`config.mk`:
```
export PLATFORM = sky130hd
export DESIGN_NAME = sensitive_text_detector_core_flat
export DESIGN_NICKNAME = d
export VERILOG_FILES = /design/src/sv/stdet_pkg.sv /design/src/sv/stdet_if.sv /design/src/sv/stdet_cell.sv /design/src/sv/stdet_run.sv /design/src/sv/sensitive_text_detector_core.sv /design/src/flat_wrapper.sv
export SDC_FILE = /design/constraint.sdc
export NUM_CORES = 1
export LEC_CHECK = 0
export ABC_CLOCK_PERIOD_IN_PS = 2850
export BUFFER_PORTS_ARGS = -buffer_cell sky130_fd_sc_hd__buf_2
export CAP_MARGIN = 20
export CORE_UTILIZATION = 45
export DETAILED_ROUTE_END_ITERATION = 8
export PLACE_DENSITY = 0.76
export RECOVER_POWER = 50
export SYNTH_ARGS = -nofsm -noshare
export SYNTH_HDL_FRONTEND = slang
export SYNTH_HIERARCHICAL = 1
export SYNTH_SLANG_ARGS = --single-unit
```
`constraint.sdc`:
```
create_clock -name clk_i -period 2.85 [get_ports clk_i]
set_input_delay 0.1425 -clock clk_i [delete_from_list [all_inputs] [get_ports clk_i]]
set_output_delay 0.1425 -clock clk_i [all_outputs]
set_load 0.03 [all_outputs]
```
`src/sv/stdet_pkg.sv`:
```
// Package for the sensitive text detector: history cell type, tag constants,
// register codes and character class helpers. Depends on nothing.
package stdet_pkg;

  // History depth in bytes and run counter width
  localparam int unsigned HistLen = 10;
  localparam int unsigned RunW    = 5;
  localparam logic [RunW-1:0] RunMax = {RunW{1'b1}};

  // APB address width and data width
  localparam int unsigned AddrW = 3;
  localparam int unsigned DataW = 32;

  // Prefixes, oldest character in the most significant byte
  localparam logic [23:0] TagSk     = "sk-";
  localparam logic [31:0] TagGhp    = "ghp_";
  localparam logic [31:0] TagAkia   = "AKIA";
  localparam logic [55:0] TagBearer = "Bearer ";
  localparam logic [7:0]  ChDash    = "-";
  localparam logic [7:0]  ChSpace   = " ";

  // Register codes, taken from address bit 2
  typedef enum logic {
    REG_CHECK_PII     = 1'b0,
    REG_CHECK_SECRETS = 1'b1
  } reg_idx_e;

  // Contents of one history cell
  typedef struct packed {
    logic [7:0] text_byte;
    logic       digit;
  } cell_t;

  function automatic logic is_digit(input logic [7:0] c);
    return (c >= 8'h30) && (c <= 8'h39);
  endfunction

endpackage

```
`src/sv/stdet_if.sv`:
```
// Handshake channels of the sensitive text detector: text bytes in, results out.
// Depends on nothing.
interface stdet_in_if;
  logic       valid;
  logic       ready;
  logic [7:0] text_byte;
  logic       end_of_text;

  modport source (output valid, text_byte, end_of_text, input ready);
  modport sink   (input valid, text_byte, end_of_text, output ready);
endinterface

interface stdet_out_if;
  logic valid;
  logic ready;
  logic sensitive_found;

  modport source (output valid, sensitive_found, input ready);
  modport sink   (input valid, sensitive_found, output ready);
endinterface

```
`src/sv/stdet_cell.sv`:
```
// One history cell: holds a byte and its digit class, loads from its neighbor.
// Depends on stdet_pkg.
module stdet_cell (
  input  logic              clk_i,
  input  logic              rst_ni,
  input  logic              shift_i,
  input  logic              clear_i,
  input  logic [7:0]        byte_i,
  output stdet_pkg::cell_t  cell_o
);
  import stdet_pkg::*;

  cell_t cell_q;

  // Load the neighbor byte on each request, drop it at text end
  always_ff @(posedge clk_i or negedge rst_ni) begin
    if (!rst_ni) begin
      cell_q <= '0;
    end else if (clear_i) begin
      cell_q <= '0;
    end else if (shift_i) begin
      cell_q.text_byte <= byte_i;
      cell_q.digit     <= is_digit(byte_i);
    end
  end

  assign cell_o = cell_q;

endmodule

```
`src/sv/stdet_run.sv`:
```
// Saturating counter of digits in a run of digits, spaces and dashes.
// Depends on stdet_pkg.
module stdet_run #(
  parameter int unsigned CARD_DIGITS = 16
) (
  input  logic                       clk_i,
  input  logic                       rst_ni,
  input  logic                       advance_i,
  input  logic                       clear_i,
  input  logic                       digit_i,
  input  logic                       sep_i,
  output logic                       hit_o,
  output logic [stdet_pkg::RunW-1:0] count_o
);
  import stdet_pkg::*;

  logic [RunW-1:0] count_q, count_d;

  // Count digits, hold on separators, drop on anything else
  always_comb begin
    if (digit_i) begin
      count_d = (count_q == RunMax) ? count_q : count_q + RunW'(1);
    end else if (sep_i) begin
      count_d = count_q;
    end else begin
      count_d = '0;
    end
  end

  assign hit_o = (count_d >= RunW'(CARD_DIGITS));

  always_ff @(posedge clk_i or negedge rst_ni) begin
    if (!rst_ni) begin
      count_q <= '0;
    end else if (advance_i) begin
      count_q <= clear_i ? '0 : count_d;
    end
  end

  assign count_o = count_q;

endmodule

```
`src/sv/sensitive_text_detector_core.sv`:
```
// Channel   Dir  Payload                       Accepted when
// text_i    in   text_byte[7:0], end_of_text   text_i.valid && text_i.ready
// result_o  out  sensitive_found               result_o.valid && result_o.ready
// apb       in   check_pii @0, check_secrets @4 psel && penable && pwrite
//
// One byte per cycle; every pattern is matched in the cycle the byte is taken,
// against a ten-cell history chain that shifts one cell per request.
// A result is registered at the edge that takes the end-of-text byte and is offered
// from the next cycle on.
// Input stalls only while a result is held and the sink is not ready.
// Reset clears the history, run counter, sticky flag and result valid; registers go to 1.
// Top level; depends on stdet_pkg, stdet_if, stdet_cell and stdet_run.
module sensitive_text_detector_core #(
  parameter int unsigned CARD_DIGITS = 16
) (
  input  logic                         clk_i,
  input  logic                         rst_ni,
  stdet_in_if.sink                     text_i,
  stdet_out_if.source                  result_o,
  input  logic                         psel,
  input  logic                         penable,
  input  logic                         pwrite,
  input  logic [stdet_pkg::AddrW-1:0]  paddr,
  input  logic [stdet_pkg::DataW-1:0]  pwdata,
  output logic [stdet_pkg::DataW-1:0]  prdata,
  output logic                         pready
);
  import stdet_pkg::*;

  logic check_pii_q, check_secrets_q;
  logic found_q, found_d;
  logic res_valid_q, res_data_q;
  logic accept, clear, reg_wr;
  logic [HistLen:0][7:0] win_w;
  logic [HistLen:0]      dig_w;
  cell_t [HistLen-1:0]   cells;
  logic run_hit, num_hit, sec_hit;
  logic [RunW-1:0] run_count;
  reg_idx_e reg_idx;

  // Configuration port
  assign pready  = 1'b1;
  assign reg_idx = reg_idx_e'(paddr[2]);
  assign reg_wr  = psel && penable && pwrite;

  always_ff @(posedge clk_i or negedge rst_ni) begin
    if (!rst_ni) begin
      check_pii_q     <= 1'b1;
      check_secrets_q <= 1'b1;
    end else if (reg_wr) begin
      case (reg_idx)
        REG_CHECK_PII:     check_pii_q     <= pwdata[0];
        REG_CHECK_SECRETS: check_secrets_q <= pwdata[0];
        default: ;
      endcase
    end
  end

  always_comb begin
    case (reg_idx)
      REG_CHECK_PII:     prdata = {{(DataW-1){1'b0}}, check_pii_q};
      REG_CHECK_SECRETS: prdata = {{(DataW-1){1'b0}}, check_secrets_q};
      default:           prdata = '0;
    endcase
  end

  // Handshake: take a byte whenever the result slot is free or draining
  assign text_i.ready = !res_valid_q || result_o.ready;
  assign accept       = text_i.valid && text_i.ready;
  assign clear        = accept && text_i.end_of_text;

  // History chain, newest byte in cell 0
  for (genvar k = 0; k < HistLen; k++) begin : g_cell
    stdet_cell u_cell (
      .clk_i   (clk_i),
      .rst_ni  (rst_ni),
      .shift_i (accept),
      .clear_i (clear),
      .byte_i  (win_w[k]),
      .cell_o  (cells[k])
    );
  end

  // Window: current byte at 0, older bytes above
  always_comb begin
    win_w[0] = text_i.text_byte;
    dig_w[0] = is_digit(text_i.text_byte);
    for (int k = 0; k < HistLen; k++) begin
      win_w[k+1] = cells[k].text_byte;
      dig_w[k+1] = cells[k].digit;
    end
  end

  stdet_run #(
    .CARD_DIGITS (CARD_DIGITS)
  ) u_run (
    .clk_i     (clk_i),
    .rst_ni    (rst_ni),
    .advance_i (accept),
    .clear_i   (clear),
    .digit_i   (dig_w[0]),
    .sep_i     ((win_w[0] == ChSpace) || (win_w[0] == ChDash)),
    .hit_o     (run_hit),
    .count_o   (run_count)
  );

  // DDD-DD-DDDD ending at the current byte
  assign num_hit = (&dig_w[10:8]) && (win_w[7] == ChDash) && (&dig_w[6:5])
                && (win_w[4] == ChDash) && (&dig_w[3:0]);

  assign sec_hit = (win_w[2:0] == TagSk) || (win_w[3:0] == TagGhp)
                || (win_w[3:0] == TagAkia) || (win_w[6:0] == TagBearer);

  assign found_d = found_q || (check_pii_q && (num_hit || run_hit))
                || (check_secrets_q && sec_hit);

  // Sticky flag, dropped at text end
  always_ff @(posedge clk_i or negedge rst_ni) begin
    if (!rst_ni) begin
      found_q <= 1'b0;
    end else if (accept) begin
      found_q <= text_i.end_of_text ? 1'b0 : found_d;
    end
  end

  // Result register
  always_ff @(posedge clk_i or negedge rst_ni) begin
    if (!rst_ni) begin
      res_valid_q <= 1'b0;
    end else if (clear) begin
      res_valid_q <= 1'b1;
    end else if (result_o.ready) begin
      res_valid_q <= 1'b0;
    end
  end

  always_ff @(posedge clk_i) begin
    if (clear) begin
      res_data_q <= found_d;
    end
  end

  assign result_o.valid           = res_valid_q;
  assign result_o.sensitive_found = res_data_q;

`ifndef SYNTHESIS
  // State is empty right after a text ends
  assert property (@(posedge clk_i) disable iff (!rst_ni)
    clear |=> (!found_q && run_count == '0 && cells[0] == '0))
    else $error("state not cleared after end of text");

  // A result only appears after an end-of-text request
  assert property (@(posedge clk_i) disable iff (!rst_ni)
    $rose(res_valid_q) |-> $past(clear))
    else $error("result without end of text");

  // Never take a byte while a held result is stalled
  assert property (@(posedge clk_i) disable iff (!rst_ni)
    (res_valid_q && !result_o.ready) |-> !accept)
    else $error("byte accepted over a stalled result");
`endif

endmodule
```
`src/flat_wrapper.sv`:
```
// flat-port wrapper written by rule: the top's interface ports become plain ports
module sensitive_text_detector_core_flat import stdet_pkg::*;
#(
  parameter int unsigned CARD_DIGITS = 16
)
  (clk_i, rst_ni, psel, penable, pwrite, paddr, pwdata, prdata, pready, text_i_valid, text_i_text_byte, text_i_end_of_text, text_i_ready, result_o_valid, result_o_sensitive_found, result_o_ready);
  stdet_in_if text_i_i ();
  stdet_out_if result_o_i ();
  input  logic clk_i;
  input  logic rst_ni;
  input  logic psel;
  input  logic penable;
  input  logic pwrite;
  input  logic [stdet_pkg::AddrW-1:0] paddr;
  input  logic [stdet_pkg::DataW-1:0] pwdata;
  output logic [stdet_pkg::DataW-1:0] prdata;
  output logic pready;
  input wire logic [$bits(text_i_i.valid)-1:0] text_i_valid;
  input wire logic [$bits(text_i_i.text_byte)-1:0] text_i_text_byte;
  input wire logic [$bits(text_i_i.end_of_text)-1:0] text_i_end_of_text;
  output wire logic [$bits(text_i_i.ready)-1:0] text_i_ready;
  output wire logic [$bits(result_o_i.valid)-1:0] result_o_valid;
  output wire logic [$bits(result_o_i.sensitive_found)-1:0] result_o_sensitive_found;
  input wire logic [$bits(result_o_i.ready)-1:0] result_o_ready;
  assign text_i_i.valid = text_i_valid;
  assign text_i_i.text_byte = text_i_text_byte;
  assign text_i_i.end_of_text = text_i_end_of_text;
  assign text_i_ready = text_i_i.ready;
  assign result_o_valid = result_o_i.valid;
  assign result_o_sensitive_found = result_o_i.sensitive_found;
  assign result_o_i.ready = result_o_ready;
  sensitive_text_detector_core #(.CARD_DIGITS(CARD_DIGITS)) u_core (.clk_i(clk_i), .rst_ni(rst_ni), .text_i(text_i_i), .result_o(result_o_i), .psel(psel), .penable(penable), .pwrite(pwrite), .paddr(paddr), .pwdata(pwdata), .prdata(prdata), .pready(pready));
endmodule
```
==> flow_summary_export.csv <==
group,metric,value,unit
layout,layout_common_cells,"dfrtp_1, nor2_1, mux2i_1",
clock_tree,cts_tree,"built",
clock_tree,hold_buffers,0,
die,rows,37,
die,start_util,0.462,
yosys,synthesis.area,4720,sq um
yosys,syn_avg_cell_area,11.1,sq um
sta,rsz0062_at_grt,"false",
drt,wl_met1,4120,microns
grt,grt-ovfl-total,0,
drt,dr_total_vias,3141,
setup_path,cp_max_fo,50,
placed_design,dpl_worst_slack,0.987,ns
drt,drc,0,
setup_path,cp-start-kind,"flop",
clock_tree,insertion_delay,0.36,ns
sta,worst_slew_pin_slew,1.32,ns
clock_tree,clkTransAtPathRegs,0.08,ns
pwr,worst_ir_drop_vdd,326,uV
setup_path,critPathKind,"reg2reg",
layout,antenna_cells,0,
grt,grt_start_max_net_pins,88,
die,die_w,104,microns
sta,fin_skew,0.00781,ns
drt,wl,9100,microns
drt,drtIter0Drc,317,
clock_tree,htreeDepth,3,
setup_path,cp_slowest_cell,"buf_4",
setup_path,crit_chain,"nand2b_1 > nand2_1 > clkinvlp_2 > buf_4 > nor2b_4 > a32o_1",
drt,ant_nets,0,
sta,period_needed,2.01,ns
drt,drtPass1Iterations,4,
sta,holdWs,0.0255,ns
layout,layout-drive-gt1-share,0.142,
sta,fin_setup_tns,0,ns
drt,avgViaCountPerCell,5.42,
clock_tree,cts_buffer_depth,2,
grt,antenna_found_initial,0,
sta,slew_headroom,0.123,
clock_tree,cts-root-buf,"clkbuf_8",
hold_path,hold_class,"in2reg",
sta,setup_ws,0.841,ns
clock_tree,ctsResizeCount,0,
placed_design,place_congestion,0.830,
sta,timing.final.crit_share,0.705,
yosys,netlist_instances,424,
setup_path,crit_start,"u_core/result_o.valid$_DFFE_PN0P_",
grt,grt_pass1_wl,14700,microns
drt,top_layer_used,"met4",
die,die_h,104,microns
hold_path,worstHoldStart,"text_i_end_of_text",
layout,final_common_cell,"dfrtp_1",
pwr,power.density,575,nW/um^2
status,status,"complete, no violations",
sta,max_freq,0.498,GHz
layout,nets,490,
die,coreArea,10200,sq um
setup_path,cp.required,3.15,ns
yosys,synth_warnings,6,
setup_path,cp-end-kind,"flop",
drt,wire_per_inst,15.7,microns
sta,hold_viol,0,
sta,setup_viol,0,
die,ios,87,
grt,grt_use_total,0.169,
drt,route.met3.wl,401,microns
sta,slew_viol_final,0,
layout,layout-area-overhead-vs-synth,4.40,%
setup_path,reg2reg_from,"u_core/result_o.valid$_DFFE_PN0P_",
die,die_area,10900,sq um
placed_design,numPortBuffers,21,
setup_path,cp.arrival,2.31,ns
placed_design,hpwlAfterDp,5940,microns
clock_tree,cts_made_buffers,9,
job,drv_cap,0,
drt,route.met2.wl,4390,microns
pwr,p_leak,2.37,nW
setup_path,cpPeakStageDelay,0.65,ns
clock_tree,cts.sinks,88,
grt,grt_pass1_vias,2910,
clock_tree,cts_setup_buffers,0,
==> final timing paths <==
kind / to / slack [ns] / depth (start not counted)
max: u_core/g_cell[5].u_cell/cell_o[0]$_DFFE_PN0P_ / 0.84 / 6
min reg2reg: u_core/g_cell[1].u_cell/cell_o[0]$_DFFE_PN0P_ / 0.51 / 1
max reg2reg: u_core/g_cell[5].u_cell/cell_o[0]$_DFFE_PN0P_ / 0.84 / 6
max in group asynchronous: u_core/g_cell[3].u_cell/cell_o[7]$_DFFE_PN0P_ / 1.31 / 3
min: u_core/result_o.valid$_DFFE_PN0P_ / 0.03 / 3
min in group asynchronous: u_core/u_run/count_o[2]$_DFFE_PN0P_ / 0.62 / 2
==> per-stage QoR <==
stage	cells	utilization	total power, mW	area [sq um]
floorplan	454	-	1.83	4840
global placement	561	0.457	1.88	4680
detailed placement	561	0.457	1.90	4680
CTS	577	0.479	2.85	4900
global route	579	0.482	2.97	4930
finish	579	0.482	2.84	4930
==> final cells by class <==
cell class,instances,area (sq um)
fillers,937,5300
flip-flops and latches,88,2210
multi-input cells,308,2130
repair buffers,26,176
well taps,136,170
clock buffers,10,138
clock inverters,6,82.6
inverters,5,20.0
==> layer usage <==
| metal | vias to the layer above | GRT usage |
|---|---|---|
| met5 | - | 0 |
| met4 | 0 | 0.0633 |
| met3 | 15 | 0.0432 |
| met2 | 79 | 0.256 |
| met1 | 1580 | 0.231 |
| li1 | 1467 | - |
==> state kept, by name (all words and copies together) (netlist names) <==
| name | cells |
|---|---|
| u_core/g_cell.u_cell/cell_o | 78 |
| u_core/u_run/count_o | 5 |
| u_core/check_pii_q | 1 |
| u_core/check_secrets_q | 1 |
| u_core/found_q | 1 |
| u_core/result_o.sensitive_found | 1 |
| u_core/result_o.valid | 1 |
==> critical path, delay by kind of cell, from the launching register on <==
kind,cells,cell delay (ns)
buffers and inverters,2,0.89
AND/OR/NAND/NOR,3,0.48
flip-flops,1,0.38
AO/OA/AOI/OAI,1,0.16
==> where the power goes <==
group / internal (mW) / switching (mW) / total (mW)
Combinational: 0.162 / 0.257 / 0.419
Clock: 0.513 / 0.437 / 0.950
Sequential: 1.35 / 0.120 / 1.47
(Power assumes the default switching activity.)
